[config.mk]
export PLATFORM = sky130hd
export DESIGN_NAME = greedy_radius_point_matcher_unit_flat
export DESIGN_NICKNAME = d
export VERILOG_FILES = /design/src/rtl/core/grpm_pkg.sv /design/src/rtl/core/grpm_stream_if.sv /design/src/rtl/core/grpm_ram.sv /design/src/rtl/core/grpm_datapath.sv /design/src/rtl/core/grpm_ctrl.sv /design/src/rtl/core/greedy_radius_point_matcher_unit.sv /design/src/flat_wrapper.sv
export VERILOG_INCLUDE_DIRS = /design/src /design/src/rtl/core
export SDC_FILE = /design/constraint.sdc
export NUM_CORES = 2
export LEC_CHECK = 0
export BUFFER_PORTS_ARGS = -buffer_cell sky130_fd_sc_hd__buf_2
export CAP_MARGIN = 20
export CORE_MARGIN = 2
export CORE_UTILIZATION = 50
export DETAILED_ROUTE_END_ITERATION = 7
export PLACE_DENSITY = 0.67
export SETUP_SLACK_MARGIN = 0.3
export SLEW_MARGIN = 15
export SYNTH_ARGS = -nofsm -noshare
export SYNTH_HDL_FRONTEND = slang
export SYNTH_SLANG_ARGS = --single-unit
[constraint.sdc]
create_clock -name clk -period 8.7 [get_ports clk]
set_input_delay 0.87 -clock clk [delete_from_list [all_inputs] [get_ports clk]]
set_output_delay 0.87 -clock clk [all_outputs]
set_load 0.03 [all_outputs]
[src/rtl/core/greedy_radius_point_matcher_unit_macros.svh]
// Assertion macros shared by the point matcher RTL.
// Included by the controller and the datapath; needs nothing else.
`ifndef GREEDY_RADIUS_POINT_MATCHER_UNIT_MACROS_SVH
`define GREEDY_RADIUS_POINT_MATCHER_UNIT_MACROS_SVH

// Condition must hold on every clock out of reset.
`define GRPM_ASSERT_ALWAYS(label, clk, rst, cond, msg) \
  label: assert property (@(posedge clk) disable iff (rst) (cond)) else $error(msg);

// Same-cycle implication.
`define GRPM_ASSERT_IMPL(label, clk, rst, ante, cons, msg) \
  label: assert property (@(posedge clk) disable iff (rst) (ante) |-> (cons)) \
    else $error(msg);

// Next-cycle implication.
`define GRPM_ASSERT_NEXT(label, clk, rst, ante, cons, msg) \
  label: assert property (@(posedge clk) disable iff (rst) (ante) |=> (cons)) \
    else $error(msg);

`endif

[src/rtl/core/grpm_pkg.sv]
// Package for the greedy radius point matcher: payload types, codes,
// controller/datapath command and status structs. No dependencies.
package grpm_pkg;

  localparam int MAX_PREV_DEF = 32;
  localparam int MAX_CURR_DEF = 32;
  localparam int COORD_W      = 16;
  localparam int PT_W         = 2 * COORD_W;
  localparam int DIST_W       = 16;

  typedef logic [1:0]        opcode_t;
  typedef logic [4:0]        idx_t;
  typedef logic [DIST_W-1:0] dist_t;

  // Request opcodes
  localparam opcode_t OP_LOAD_PREV = 2'd0;
  localparam opcode_t OP_LOAD_CURR = 2'd1;
  localparam opcode_t OP_RUN       = 2'd2;

  // Result kinds
  localparam logic KIND_PREV  = 1'b0;
  localparam logic KIND_TRACK = 1'b1;

  localparam dist_t DIST_RESET = 16'd1;

  typedef struct packed {
    opcode_t             opcode;
    logic signed [15:0]  coord_x;
    logic signed [15:0]  coord_y;
  } in_req_t;

  typedef struct packed {
    logic result_kind;
    idx_t point_index;
    logic matched;
    idx_t partner_index;
    logic last;
  } out_req_t;

  // Controller -> datapath
  typedef struct packed {
    logic prev_wr;
    logic curr_wr;
    logic prev_rd;
    logic curr_rd;
    logic prev_cap;
    logic diff_en;
    logic sq_en;
    logic clear_match;
    logic set_match;
    logic load_res;
    logic res_kind;
    logic res_last;
    logic clear_used;
  } ctrl_cmd_t;

  // Datapath -> controller
  typedef struct packed {
    logic used_bit;
    logic hit;
    logic unused_any;
    logic unused_after;
  } dp_stat_t;

endpackage

[src/rtl/core/grpm_stream_if.sv]
// Valid/ready channel carrying one request payload of a given type.
// Depends on nothing; payload types come from grpm_pkg at instantiation.
interface grpm_stream_if #(
  parameter type payload_t = logic
) ();
  logic     valid;
  logic     ready;
  payload_t data;

  modport source (output valid, output data, input ready);
  modport sink   (input valid, input data, output ready);
endinterface

[src/rtl/core/grpm_ram.sv]
// Generic single-write, single-read RAM with registered read data.
// No dependencies.
module grpm_ram #(
  parameter int WIDTH = 32,
  parameter int DEPTH = 32,
  localparam int AW = (DEPTH > 1) ? $clog2(DEPTH) : 1
) (
  input  logic             clk,
  input  logic             we,
  input  logic [AW-1:0]    waddr,
  input  logic [WIDTH-1:0] wdata,
  input  logic             re,
  input  logic [AW-1:0]    raddr,
  output logic [WIDTH-1:0] rdata
);

  logic [WIDTH-1:0] mem [DEPTH];

  always_ff @(posedge clk) begin
    if (we) begin
      mem[waddr] <= wdata;
    end
    if (re) begin
      rdata <= mem[raddr];
    end
  end

endmodule

[src/rtl/core/grpm_datapath.sv]
// Datapath: point stores, distance pipeline, used mask, result register.
// Depends on grpm_pkg, grpm_ram and the assertion macro header.
`include "greedy_radius_point_matcher_unit_macros.svh"

module grpm_datapath #(
  parameter int MAX_PREV = grpm_pkg::MAX_PREV_DEF,
  parameter int MAX_CURR = grpm_pkg::MAX_CURR_DEF,
  localparam int PA_W = (MAX_PREV > 1) ? $clog2(MAX_PREV) : 1,
  localparam int CA_W = (MAX_CURR > 1) ? $clog2(MAX_CURR) : 1,
  localparam int CC_W = $clog2(MAX_CURR + 1)
) (
  input  logic                clk,
  input  logic                rst,
  input  grpm_pkg::ctrl_cmd_t cmd,
  output grpm_pkg::dp_stat_t  stat,
  input  logic [PA_W-1:0]     prev_addr,
  input  logic [CA_W-1:0]     curr_addr,
  input  logic [CC_W-1:0]     j_idx,
  input  logic [CC_W-1:0]     curr_count,
  input  grpm_pkg::idx_t      res_index,
  input  grpm_pkg::in_req_t   in_data,
  input  logic                cfg_we,
  input  grpm_pkg::dist_t     cfg_data,
  output grpm_pkg::out_req_t  res_data
);

  logic [grpm_pkg::PT_W-1:0] wr_point;
  logic [grpm_pkg::PT_W-1:0] prev_rdata;
  logic [grpm_pkg::PT_W-1:0] curr_rdata;
  logic signed [15:0]        prev_x;
  logic signed [15:0]        prev_y;
  logic signed [16:0]        dx;
  logic signed [16:0]        dy;
  logic signed [33:0]        prod_x;
  logic signed [33:0]        prod_y;
  logic [31:0]               sq_x;
  logic [31:0]               sq_y;
  logic [32:0]               dist_sum;
  grpm_pkg::dist_t           limit;
  logic [MAX_CURR-1:0]       used;
  logic                      match_flag;
  grpm_pkg::idx_t            partner;

  // Packed point: y high, x low
  assign wr_point = {in_data.coord_y, in_data.coord_x};

  grpm_ram #(.WIDTH(grpm_pkg::PT_W), .DEPTH(MAX_PREV)) u_prev_ram (
    .clk   (clk),
    .we    (cmd.prev_wr),
    .waddr (prev_addr),
    .wdata (wr_point),
    .re    (cmd.prev_rd),
    .raddr (prev_addr),
    .rdata (prev_rdata)
  );

  grpm_ram #(.WIDTH(grpm_pkg::PT_W), .DEPTH(MAX_CURR)) u_curr_ram (
    .clk   (clk),
    .we    (cmd.curr_wr),
    .waddr (curr_addr),
    .wdata (wr_point),
    .re    (cmd.curr_rd),
    .raddr (curr_addr),
    .rdata (curr_rdata)
  );

  // Distance pipeline: hold prev point, differences, squares
  assign prod_x = dx * dx;
  assign prod_y = dy * dy;

  always_ff @(posedge clk) begin
    if (cmd.prev_cap) begin
      prev_x <= $signed(prev_rdata[15:0]);
      prev_y <= $signed(prev_rdata[31:16]);
    end
    if (cmd.diff_en) begin
      dx <= 17'(prev_x) - 17'($signed(curr_rdata[15:0]));
      dy <= 17'(prev_y) - 17'($signed(curr_rdata[31:16]));
    end
    if (cmd.sq_en) begin
      sq_x <= prod_x[31:0];
      sq_y <= prod_y[31:0];
    end
  end

  // Squares never exceed 2^32 - 1, so a 33-bit sum is exact
  assign dist_sum = {1'b0, sq_x} + {1'b0, sq_y};

  // Distance limit register
  always_ff @(posedge clk) begin
    if (rst) begin
      limit <= grpm_pkg::DIST_RESET;
    end else if (cfg_we) begin
      limit <= cfg_data;
    end
  end

  // Used mask and current match of the previous point under scan
  always_ff @(posedge clk) begin
    if (rst) begin
      used       <= '0;
      match_flag <= 1'b0;
    end else begin
      if (cmd.clear_used) begin
        used <= '0;
      end else if (cmd.set_match) begin
        used[curr_addr] <= 1'b1;
      end
      if (cmd.clear_match) begin
        match_flag <= 1'b0;
      end else if (cmd.set_match) begin
        match_flag <= 1'b1;
      end
    end
  end

  always_ff @(posedge clk) begin
    if (cmd.set_match) begin
      partner <= grpm_pkg::idx_t'(curr_addr);
    end
  end

  // Status: candidate used, distance hit, unused current points
  // (any at all, and any above the scan index)
  always_comb begin
    stat.used_bit     = used[curr_addr];
    stat.hit          = (dist_sum <= {17'd0, limit});
    stat.unused_any   = 1'b0;
    stat.unused_after = 1'b0;
    for (int k = 0; k < MAX_CURR; k++) begin
      if (k < int'(curr_count) && !used[k]) begin
        stat.unused_any = 1'b1;
        if (k > int'(j_idx)) begin
          stat.unused_after = 1'b1;
        end
      end
    end
  end

  // Result register
  always_ff @(posedge clk) begin
    if (cmd.load_res) begin
      res_data.result_kind   <= cmd.res_kind;
      res_data.point_index   <= res_index;
      res_data.last          <= cmd.res_last;
      if (cmd.res_kind == grpm_pkg::KIND_PREV) begin
        res_data.matched       <= match_flag;
        res_data.partner_index <= match_flag ? partner : '0;
      end else begin
        res_data.matched       <= 1'b0;
        res_data.partner_index <= '0;
      end
    end
  end

  `GRPM_ASSERT_IMPL(a_match_on_free, clk, rst, cmd.set_match, !used[curr_addr],
                    "matched a used point")
  `GRPM_ASSERT_NEXT(a_used_cleared, clk, rst, cmd.clear_used, used == '0, "used mask not cleared")

endmodule

[src/rtl/core/grpm_ctrl.sv]
// Controller: list counts, scan indexes and the run sequencer.
// Depends on grpm_pkg and the assertion macro header.
`include "greedy_radius_point_matcher_unit_macros.svh"

module grpm_ctrl #(
  parameter int MAX_PREV = grpm_pkg::MAX_PREV_DEF,
  parameter int MAX_CURR = grpm_pkg::MAX_CURR_DEF,
  localparam int PA_W = (MAX_PREV > 1) ? $clog2(MAX_PREV) : 1,
  localparam int CA_W = (MAX_CURR > 1) ? $clog2(MAX_CURR) : 1,
  localparam int PC_W = $clog2(MAX_PREV + 1),
  localparam int CC_W = $clog2(MAX_CURR + 1)
) (
  input  logic                clk,
  input  logic                rst,
  input  logic                in_valid,
  output logic                in_ready,
  input  grpm_pkg::opcode_t   in_opcode,
  output logic                res_valid,
  input  logic                res_ready,
  output grpm_pkg::ctrl_cmd_t cmd,
  input  grpm_pkg::dp_stat_t  stat,
  output logic [PA_W-1:0]     prev_addr,
  output logic [CA_W-1:0]     curr_addr,
  output logic [CC_W-1:0]     j_idx,
  output logic [CC_W-1:0]     curr_count,
  output grpm_pkg::idx_t      res_index
);

  localparam logic [3:0] S_IDLE     = 4'd0;
  localparam logic [3:0] S_PREV_RD  = 4'd1;
  localparam logic [3:0] S_PREV_LAT = 4'd2;
  localparam logic [3:0] S_SCAN     = 4'd3;
  localparam logic [3:0] S_C_DIFF   = 4'd4;
  localparam logic [3:0] S_C_SQR    = 4'd5;
  localparam logic [3:0] S_C_CMP    = 4'd6;
  localparam logic [3:0] S_LOAD_P   = 4'd7;
  localparam logic [3:0] S_OUT_P    = 4'd8;
  localparam logic [3:0] S_NT_SCAN  = 4'd9;
  localparam logic [3:0] S_LOAD_N   = 4'd10;
  localparam logic [3:0] S_OUT_N    = 4'd11;

  logic [3:0]      state, state_next;
  logic [PC_W-1:0] prev_count, prev_count_next;
  logic [CC_W-1:0] curr_cnt, curr_cnt_next;
  logic [PA_W-1:0] i, i_next;
  logic [CC_W-1:0] j, j_next;
  logic            last_prev;

  assign in_ready   = (state == S_IDLE);
  assign res_valid  = (state == S_OUT_P) || (state == S_OUT_N);
  assign j_idx      = j;
  assign curr_count = curr_cnt;
  assign prev_addr  = (state == S_IDLE) ? prev_count[PA_W-1:0] : i;
  assign curr_addr  = (state == S_IDLE) ? curr_cnt[CA_W-1:0] : j[CA_W-1:0];
  assign res_index  = (state == S_LOAD_N) ? grpm_pkg::idx_t'(j) : grpm_pkg::idx_t'(i);
  assign last_prev  = (int'(i) + 1 == int'(prev_count));

  // Next state and commands
  always_comb begin
    state_next      = state;
    prev_count_next = prev_count;
    curr_cnt_next   = curr_cnt;
    i_next          = i;
    j_next          = j;
    cmd             = '0;
    unique case (state)
      S_IDLE: begin
        if (in_valid) begin
          unique case (in_opcode)
            grpm_pkg::OP_LOAD_PREV: begin
              if (prev_count < PC_W'(MAX_PREV)) begin
                cmd.prev_wr     = 1'b1;
                prev_count_next = prev_count + PC_W'(1);
              end
            end
            grpm_pkg::OP_LOAD_CURR: begin
              if (curr_cnt < CC_W'(MAX_CURR)) begin
                cmd.curr_wr   = 1'b1;
                curr_cnt_next = curr_cnt + CC_W'(1);
              end
            end
            grpm_pkg::OP_RUN: begin
              i_next     = '0;
              j_next     = '0;
              state_next = (prev_count == '0) ? S_NT_SCAN : S_PREV_RD;
            end
            default: ;
          endcase
        end
      end
      S_PREV_RD: begin
        cmd.prev_rd     = 1'b1;
        cmd.clear_match = 1'b1;
        j_next          = '0;
        state_next      = S_PREV_LAT;
      end
      S_PREV_LAT: begin
        cmd.prev_cap = 1'b1;
        state_next   = S_SCAN;
      end
      S_SCAN: begin
        priority if (j == curr_cnt) begin
          state_next = S_LOAD_P;
        end else if (stat.used_bit) begin
          j_next = j + CC_W'(1);
        end else begin
          cmd.curr_rd = 1'b1;
          state_next  = S_C_DIFF;
        end
      end
      S_C_DIFF: begin
        cmd.diff_en = 1'b1;
        state_next  = S_C_SQR;
      end
      S_C_SQR: begin
        cmd.sq_en  = 1'b1;
        state_next = S_C_CMP;
      end
      S_C_CMP: begin
        if (stat.hit) begin
          cmd.set_match = 1'b1;
          state_next    = S_LOAD_P;
        end else begin
          j_next     = j + CC_W'(1);
          state_next = S_SCAN;
        end
      end
      S_LOAD_P: begin
        cmd.load_res = 1'b1;
        cmd.res_kind = grpm_pkg::KIND_PREV;
        cmd.res_last = last_prev && !stat.unused_any;
        state_next   = S_OUT_P;
      end
      S_OUT_P: begin
        if (res_ready) begin
          if (last_prev) begin
            j_next     = '0;
            state_next = S_NT_SCAN;
          end else begin
            i_next     = i + PA_W'(1);
            state_next = S_PREV_RD;
          end
        end
      end
      S_NT_SCAN: begin
        priority if (j == curr_cnt) begin
          cmd.clear_used  = 1'b1;
          prev_count_next = '0;
          curr_cnt_next   = '0;
          j_next          = '0;
          state_next      = S_IDLE;
        end else if (stat.used_bit) begin
          j_next = j + CC_W'(1);
        end else begin
          state_next = S_LOAD_N;
        end
      end
      S_LOAD_N: begin
        cmd.load_res = 1'b1;
        cmd.res_kind = grpm_pkg::KIND_TRACK;
        cmd.res_last = !stat.unused_after;
        state_next   = S_OUT_N;
      end
      S_OUT_N: begin
        if (res_ready) begin
          j_next     = j + CC_W'(1);
          state_next = S_NT_SCAN;
        end
      end
      default: begin
        state_next = S_IDLE;
      end
    endcase
  end

  // State registers
  always_ff @(posedge clk) begin
    if (rst) begin
      state      <= S_IDLE;
      prev_count <= '0;
      curr_cnt   <= '0;
      i          <= '0;
      j          <= '0;
    end else begin
      state      <= state_next;
      prev_count <= prev_count_next;
      curr_cnt   <= curr_cnt_next;
      i          <= i_next;
      j          <= j_next;
    end
  end

  `GRPM_ASSERT_ALWAYS(a_prev_bound, clk, rst, prev_count <= PC_W'(MAX_PREV),
                      "prev count overflow")
  `GRPM_ASSERT_ALWAYS(a_j_bound, clk, rst, j <= curr_cnt, "scan index past current count")
  `GRPM_ASSERT_IMPL(a_no_accept_pending, clk, rst, in_valid && in_ready, !res_valid,
                    "request taken while result pending")

endmodule

[src/rtl/core/greedy_radius_point_matcher_unit.sv]
// Top level of the greedy radius point matcher.
// Depends on grpm_pkg, grpm_stream_if, grpm_ctrl and grpm_datapath.
//
// Usage:
//   cmd : request channel (opcode, coord_x, coord_y). Opcode 0 appends a
//         previous-frame point, 1 appends a current-frame point, 2 runs the
//         match. Loads into a full list and opcode 3 are dropped.
//   res : result channel. A run emits one report per previous point in load
//         order, then one per current point left unused; last marks the
//         final result. A run with both lists empty emits nothing.
//   cfg : write channel for match_dist_sq (inclusive squared distance
//         limit), always ready. Write it only while the block is idle.
// Throughput: loads are taken back to back, one per cycle. A run is
//   sequenced by the controller over the two point RAMs and one distance
//   pipeline: each candidate comparison steps through read, difference,
//   square and compare, a used candidate is skipped, each previous point
//   is read and latched, scanned (with a further scan step if the scan runs
//   off the end of the list) and its result loaded and handed over, each new
//   track is a scan step plus a result load and handshake, and the run ends
//   by clearing the lists. No request is taken during a run.
// Reset: clears both lists, the used mask and sets the limit to 1.
// Stall: a result waits in the output register until res.ready; the run
//   holds where it is meanwhile.
module greedy_radius_point_matcher_unit #(
  parameter int MAX_PREV = grpm_pkg::MAX_PREV_DEF,
  parameter int MAX_CURR = grpm_pkg::MAX_CURR_DEF
) (
  input  logic         clk,
  input  logic         rst,
  grpm_stream_if.sink   cmd,
  grpm_stream_if.source res,
  grpm_stream_if.sink   cfg
);

  localparam int PA_W = (MAX_PREV > 1) ? $clog2(MAX_PREV) : 1;
  localparam int CA_W = (MAX_CURR > 1) ? $clog2(MAX_CURR) : 1;
  localparam int CC_W = $clog2(MAX_CURR + 1);

  grpm_pkg::ctrl_cmd_t ctl;
  grpm_pkg::dp_stat_t  stat;
  logic [PA_W-1:0]     prev_addr;
  logic [CA_W-1:0]     curr_addr;
  logic [CC_W-1:0]     j_idx;
  logic [CC_W-1:0]     curr_count;
  grpm_pkg::idx_t      res_index;

  // Limit register takes every write
  assign cfg.ready = 1'b1;

  grpm_ctrl #(.MAX_PREV(MAX_PREV), .MAX_CURR(MAX_CURR)) u_ctrl (
    .clk        (clk),
    .rst        (rst),
    .in_valid   (cmd.valid),
    .in_ready   (cmd.ready),
    .in_opcode  (cmd.data.opcode),
    .res_valid  (res.valid),
    .res_ready  (res.ready),
    .cmd        (ctl),
    .stat       (stat),
    .prev_addr  (prev_addr),
    .curr_addr  (curr_addr),
    .j_idx      (j_idx),
    .curr_count (curr_count),
    .res_index  (res_index)
  );

  grpm_datapath #(.MAX_PREV(MAX_PREV), .MAX_CURR(MAX_CURR)) u_datapath (
    .clk        (clk),
    .rst        (rst),
    .cmd        (ctl),
    .stat       (stat),
    .prev_addr  (prev_addr),
    .curr_addr  (curr_addr),
    .j_idx      (j_idx),
    .curr_count (curr_count),
    .res_index  (res_index),
    .in_data    (cmd.data),
    .cfg_we     (cfg.valid),
    .cfg_data   (cfg.data),
    .res_data   (res.data)
  );

endmodule

[src/flat_wrapper.sv]
// flat-port wrapper written by rule: the top's interface ports become plain ports
module greedy_radius_point_matcher_unit_flat import grpm_pkg::*;
#(
  parameter int MAX_PREV = grpm_pkg::MAX_PREV_DEF,
  parameter int MAX_CURR = grpm_pkg::MAX_CURR_DEF
)
  (clk, rst, cmd_valid, cmd_data, cmd_ready, res_valid, res_data, res_ready, cfg_valid, cfg_data, cfg_ready);
  grpm_stream_if #(.payload_t(in_req_t)) cmd_i ();
  grpm_stream_if #(.payload_t(out_req_t)) res_i ();
  grpm_stream_if #(.payload_t(dist_t)) cfg_i ();
  input  logic clk;
  input  logic rst;
  input wire logic [$bits(cmd_i.valid)-1:0] cmd_valid;
  input wire logic [$bits(cmd_i.data)-1:0] cmd_data;
  output wire logic [$bits(cmd_i.ready)-1:0] cmd_ready;
  output wire logic [$bits(res_i.valid)-1:0] res_valid;
  output wire logic [$bits(res_i.data)-1:0] res_data;
  input wire logic [$bits(res_i.ready)-1:0] res_ready;
  input wire logic [$bits(cfg_i.valid)-1:0] cfg_valid;
  input wire logic [$bits(cfg_i.data)-1:0] cfg_data;
  output wire logic [$bits(cfg_i.ready)-1:0] cfg_ready;
  assign cmd_i.valid = cmd_valid;
  assign cmd_i.data = cmd_data;
  assign cmd_ready = cmd_i.ready;
  assign res_valid = res_i.valid;
  assign res_data = res_i.data;
  assign res_i.ready = res_ready;
  assign cfg_i.valid = cfg_valid;
  assign cfg_i.data = cfg_data;
  assign cfg_ready = cfg_i.ready;
  greedy_radius_point_matcher_unit #(.MAX_PREV(MAX_PREV), .MAX_CURR(MAX_CURR)) u_core (.clk(clk), .rst(rst), .cmd(cmd_i), .res(res_i), .cfg(cfg_i));
endmodule
Yosys cells after proc, flatten, opt, wreduce, memory -nomap -nowiden
Memories as Yosys holds them, arrays and structs flattened. A register that Yosys moved wholly into a read port is not among the register bits.
Index checks and enable logic that the tools add are counted.
{"block": "word_totals", "ff_bits": 224, "latchBits": 0, "ramBits": 2048, "romBits": 0, "input_bits": 55, "out_inout_bits": 16, "elab_cells": 343, "mem_count": 2}
{"block": "op_classes", "add_sub_neg": 8, "multipliers": 2, "div": 0, "order_cmp": 68, "n_eq_ne": 30, "shift": 0, "muxes": 128, "bitwise_logic": 2, "reduce_logical": 83}
{"name": "u_core.u_datapath.u_curr_ram.mem", "words": 32, "word_bits": 32, "rd": 1, "rd_clocked_by_memory_dff": 1, "write_ports": 1, "line": "grpm_ram.sv:17", "text": "logic [WIDTH-1:0] mem [DEPTH];"}
{"name": "u_core.u_datapath.u_prev_ram.mem", "words": 32, "word_bits": 32, "rd": 1, "rd_clocked_by_memory_dff": 1, "write_ports": 1, "line": "grpm_ram.sv:17"}
{"operator": "$gt 5x6->1 const A", "count": 16}
{"operator": "$lt 5x6->1 const A", "count": 16}
{"operator": "$mux 6", "count": 16}
{"operator": "$mux 2", "count": 33}
{"operator": "$mul 17x17->32", "count": 2}
{"operator": "$mux 1", "count": 53}
{"operator": "$gt 4x6->1 const A", "count": 8}
{"operator": "$lt 4x6->1 const A", "count": 8}
{"operator": "$pmux 4 s12", "count": 1}
{"operator": "$pmux 6 s7", "count": 1}
{"operator": "$mux 4", "count": 10}
{"operator": "$mux 5", "count": 7}
{"operator": "$logic_and 1x1->1", "count": 34}
{"operator": "$logic_not 1->1", "count": 34}
{"operator": "$sub 16x16->17", "count": 2}
{"operator": "$add 32x32->33", "count": 1}
{"operator": "$le 33x16->1", "count": 1}
{"operator": "$or 32x32->32", "count": 1}
{"operator": "$gt 3x6->1 const A", "count": 4}
{"operator": "$lt 3x6->1 const A", "count": 4}
{"operator": "$pmux 6 s2", "count": 2}
{"operator": "$add 6x1->6 const B", "count": 3}
{"operator": "$eq 4x3->1 const B", "count": 4}
{"operator": "$eq 4x4->1 const B", "count": 4}
{"operator": "other kinds (33)", "count": 56}

Logic depth before layout (Yosys ltp)
{"block": "logic_depth", "ltp_word": 68, "depth_mapped": 25}

By module
From an unflattened synthesis, not the netlist that was laid out.
{"block": "unflattened", "hier_cells": 7750, "hier_area_um2": 112905.8}
{"mod": "grpm_ram at u_core.u_datapath.u_prev_ram", "n_inst": 1, "cells_each": 2260, "area_each_um2": 40812.9, "seq_area_each_um2": 31710.4}
{"mod": "grpm_ram at u_core.u_datapath.u_curr_ram", "n_inst": 1, "cells_each": 2260, "area_each_um2": 40807.9, "seq_area_each_um2": 31710.4}
{"mod": "grpm_datapath", "n_inst": 1, "cells_each": 2958, "area_each_um2": 29171.7, "seq_area_each_um2": 5365.1}
{"mod": "grpm_ctrl", "n_inst": 1, "cells_each": 270, "area_each_um2": 2102.0, "seq_area_each_um2": 540.5}
{"mod": "greedy_radius_point_matcher_unit", "n_inst": 1, "cells_each": 2, "area_each_um2": 11.3, "seq_area_each_um2": 0.0}

Worst setup path after synthesis
OpenSTA, ideal clock, no wires.
{"block": "synth_timing", "path_type": "reg2reg", "start": "register u_core.u_datapath.dx[4]", "end": "register u_core.u_datapath.sq_x[31] (data pin)", "setup_ns": 0.260, "arrival_time_ns": 6.271, "required_time_ns": 8.440, "setup_slack_ns": 2.169, "path_stages_with_launch": 25, "path_buffers": 1, "synth_period_minus_slack_ns": 6.531, "path_cell_list": "edfxtp_1 > clkbuf_1 > nand2_1 > inv_1 > fa_1 > inv_1 > fa_1 > inv_1 > fa_1 > fa_1 > inv_1 > fa_1 > inv_1 > fa_1 > ha_1 > a21o_1 > a21oi_1 > o21ai_0 > a211oi_1 > o2111ai_1 > a31o_2 > o41ai_1 > o21bai_1 > a21oi_1 > xnor2_1"}
{"block": "synth_via", "elab_chain_len": 1}
{"element": "from (decl)", "line": "grpm_datapath.sv:32", "text": "logic signed [16:0] dx;"}
{"element": "from (signal assigned)", "line": "grpm_datapath.sv:77", "text": "dx <= 17'(prev_x) - 17'($signed(curr_rdata[15:0]));"}
{"element": "$mul 17x17->32", "line": "grpm_datapath.sv:68", "text": "assign prod_x = dx * dx;"}
{"element": "net u_core.u_datapath.prod_x[31]", "line": "grpm_datapath.sv:34", "text": "logic signed [33:0] prod_x;"}
{"element": "to (signal assigned)", "line": "grpm_datapath.sv:81", "text": "sq_x <= prod_x[31:0];"}
{"element": "to (decl)", "line": "grpm_datapath.sv:36", "text": "logic [31:0] sq_x;"}
The timed path passes the listed nets, and every way through them passes these cells.
A chain may end at the register's enable or synchronous reset.

Worst setup path after layout
{"block": "layout_timing", "start": "register u_core.u_datapath.dx[3]", "end": "register u_core.u_datapath.sq_x[31] (data pin)"}
Same word-level chain as after synthesis.

==> metrics.md <==
| Metric | Value |
|---|---|
| Clock period minus worst slack | `7.38 ns` |
| Worst Tran Pin Value | `1.26 ns` |
| Vias post-DR | `63259` |
| Max Root-Sink Buffers | `3` |
| Placeable Area | `0.220 sq mm` |
| Average vias per placed instance | `between 6 and 7` |
| Clock tree from TritonCTS | `done` |
| Gpl congestion | `about 0.89` |
| Fill cells | `17052` |
| Clock sink count | `2334` |
| Antenna violations before repair | `21` |
| Fin. max-slew vios | `0` |
| Post-layout util | `0.562` |
| Setup Fix Bufs, Post-CTS | `0` |
| Worst setup SP type | `flop` |
| DRC | `0` |
| Synth warnings | `0` |
| Die W | `475 um` |
| Mapped Nets | `a little under 8000` |
| Post-route cell area | `0.124 sq mm` |
| Worst EP arrival | `7.94 ns` |
| Min Hold Slack | `~0.28 ns` |
| Layout Nets | `8036` |
| Final hold vios | `0` |
| Largest net degree at the start of global routing | `160` |
| Pleak | `0.0427 uW` |
| Die Ht | `475 um` |
| Commonest non-fill, non-tap cell in the layout | `edfxtp_1` |
| Top_reg_cell synth | `edfxtp_1` |
| Post-CTS Hold Buffers | `0` |
| HP Class | `in2reg` |
| Number of global-route vias before repair | `63419` |
| Max transition margin | `0.159` |
| Final non-filler cell total | `10370` |
| Final Setup Violations | `0` |
| Outcome | `completed` |
| Syn_area_per_cell | `15.7 sq um` |
| Row cnt | `172` |
| Worst vdd ir | `0.000238 V` |
| Fraction of registers with async set/reset | `0` |
| Crit Path Class | `reg2reg` |
| Post-synth EDFFs | `2258` |
| Clock Latency Late Sink | `just over 0.9 ns` |
| Routed Antenna Nets | `0` |
| Fmax | `135 MHz` |
| Root Driver | `clkbuf_16` |
| Commonest non-fill, non-tap cells in the layout | `edfxtp_1, inv_1, nand2_1` |
| Top-level port count | `71` |
| Crit path required time | `9.26 ns` |
| Total negative slack | `0 ns` |
| Initial Util | `0.504` |
| Sequential area share after synthesis | `0.626` |
| Die ar. | `0.225 sq mm` |
| Placed cells | `9922` |
| Pwr dens | `about 250 mW/mm^2` |
| Clk_skew | `0.122 ns` |
| Area delta synth->final | `11.5%` |
| CP max FO | `18` |
| Final Routed Wirelength | `between 200000 and 300000 um` |
| PortBufs | `69` |
| Cell Area, Synth | `about 0.11 sq mm` |
| Iter 0 DRT Violations | `8148` |
| Yosys reg bits | `2334` |
| Fin crit share | `0.849` |
| Post-cts sizing count | `0` |
| Clock slew at reported path FFs | `0.06 ns` |
| RSZ-0062 raised after global routing | `false` |
| First-pass GRT wire length | `426000 um` |
| Num CTS Buffers | `229` |
| First-pass detailed-route iteration total | `6` |
| Overflow after GRT | `0` |
| Routed len/inst | `28.2 um` |
| Yosys cell types | `88` |
| Share of cells above drive strength 1 | `0.151` |
| Area post-placement | `0.116 sq mm` |
| Crit path capture type | `flop` |
| Max_cap viols | `0` |
| H-tree lvl count | `4` |
| Post-synthesis instance total | `about 7000` |
| DPL Wire Length | `177000 um` |
| Overall routing resource usage | `0.260` |
cell usage after synthesis, types with 16 or more instances:
master | n | area share
edfxtp_1 | 2258 | 0.61
inv_1 | 685 | 0.023
nand2_1 | 666 | 0.023
fa_1 | 516 | 0.093
mux4_2 | 420 | 0.085
nor2_1 | 287 | 0.0097
ha_1 | 259 | 0.029
clkbuf_1 | 224 | 0.0076
a22oi_1 | 182 | 0.012
o21ai_0 | 142 | 0.0064
and2_1 | 134 | 0.0076
a21oi_1 | 127 | 0.0057
xnor2_1 | 100 | 0.0079
and3_1 | 97 | 0.0055
a311oi_1 | 82 | 0.0065
nand3_1 | 78 | 0.0035
dfxtp_1 | 76 | 0.014
nand4_1 | 57 | 0.0032
buf_1 | 49 | 0.0017
xor2_1 | 42 | 0.0033
nor3_1 | 41 | 0.0019
mux2i_1 | 40 | 0.0036
buf_2 | 39 | 0.0018
nor2b_1 | 39 | 0.0022
a21o_1 | 38 | 0.0026
nand2b_1 | 37 | 0.0021
a31oi_1 | 35 | 0.0020
a41oi_1 | 33 | 0.0026
o21a_1 | 22 | 0.0015
a211oi_1 | 20 | 0.0014
o2111ai_1 | 19 | 0.0015
o221ai_1 | 16 | 0.0013
or2_2 | 16 | 0.00090
through the flow:
step                      power (uW)  setup slack, ns
after floorplan                18500             2.17
after global placement         20500             1.43
after detailed placement       20600             1.38
after CTS                      30600             1.37
after global routing           31800            0.888
final                          30400             1.32
worst max-delay path, cell delays in order (launching register included):
cell,delay [ns]
edfxtp_1,0.88
nand2_1,0.21
fa_1,0.55
inv_1,0.05
fa_1,0.41
inv_1,0.09
fa_1,0.42
fa_1,0.55
inv_1,0.05
fa_1,0.49
fa_1,0.42
ha_1,0.36
a21o_1,0.17
a21o_1,0.17
a21oi_1,0.15
o21ai_0,0.11
a211oi_1,0.61
o2111ai_1,0.32
a31o_2,0.28
o41ai_1,0.42
o21bai_1,0.12
a21oi_1,0.18
xnor2_1,0.08
power by group:
part           internal [uW]  switching [uW]  leakage [uW]
registers              12800             124        0.0209
logic                   3070            4290        0.0180
clock network           5720            4390       0.00372
cells by family after synthesis:
kind of cell / count (synthesis) / synth area share
flip-flops: 2334 / 0.626
AO/OA/AOI/OAI: 838 / 0.0534
XOR/XNOR: 142 / 0.0112
AND/OR/NAND/NOR: 1502 / 0.0626
buffers and inverters: 1014 / 0.0352
multiplexers: 462 / 0.0892
other: 1 / 0.0000338
adder cells (fa/ha/maj): 777 / 0.123
area by class of cell:
class | count | area [sq um] | share of cell area
Clock inverter | 151 | 1760 | 0.0142
Multi-Input combinational cell | 3722 | 38300 | 0.310
Tap cell | 2958 | 3700 | 0.0300
Timing Repair Buffer | 226 | 1870 | 0.0152
Sequential cell | 2334 | 69300 | 0.561
Antenna cell | 4 | 10.0 | 0.0000810
Inverter | 693 | 2620 | 0.0212
Clock buffer | 282 | 5970 | 0.0484
routing by layer:
layer,vias up,track usage,wire (um)
met5,-,0,115
met4,18,0.0778,9040
met3,484,0.0430,28000
met2,3295,0.416,140000
met1,32902,0.369,115000
li1,26560,-,-
final timing paths:
check	slack, ns	startpoint	cells past startpoint	to
max	1.32	u_core.u_datapath.dx[3]$_DFFE_PP_	22	u_core.u_datapath.sq_x[31]$_DFFE_PP_
min	0.28	cfg_data[0]	2	u_core.u_datapath.limit[0]$_SDFFE_PP1P_
max reg2reg	1.32	u_core.u_datapath.dx[3]$_DFFE_PP_	22	u_core.u_datapath.sq_x[31]$_DFFE_PP_
min reg2reg	0.37	u_core.u_datapath.u_prev_ram.rdata[5]$_DFFE_PP_	0	u_core.u_datapath.prev_x[5]$_DFFE_PP_
registers in the layout (all words and copies together), names as in the netlist, 6 cells and up:
register and count:
u_core.u_ctrl.prev_count 6, u_core.u_datapath.u_prev_ram.rdata 32, u_core.u_datapath.u_curr_ram.mem 1024, u_core.u_datapath.limit 16, u_core.u_datapath.prev_y 16, u_core.u_datapath.prev_x 16, u_core.u_datapath.res_data 13, u_core.u_datapath.u_prev_ram.mem 1024
u_core.u_datapath.sq_x 31, u_core.u_datapath.dx 17, u_core.u_datapath.sq_y 31, u_core.u_ctrl.j_idx 6, u_core.u_datapath.used 32, u_core.u_datapath.u_curr_ram.rdata 32, u_core.u_ctrl.curr_count 6, u_core.u_datapath.dy 17
Power figures use the tool's default switching activity.
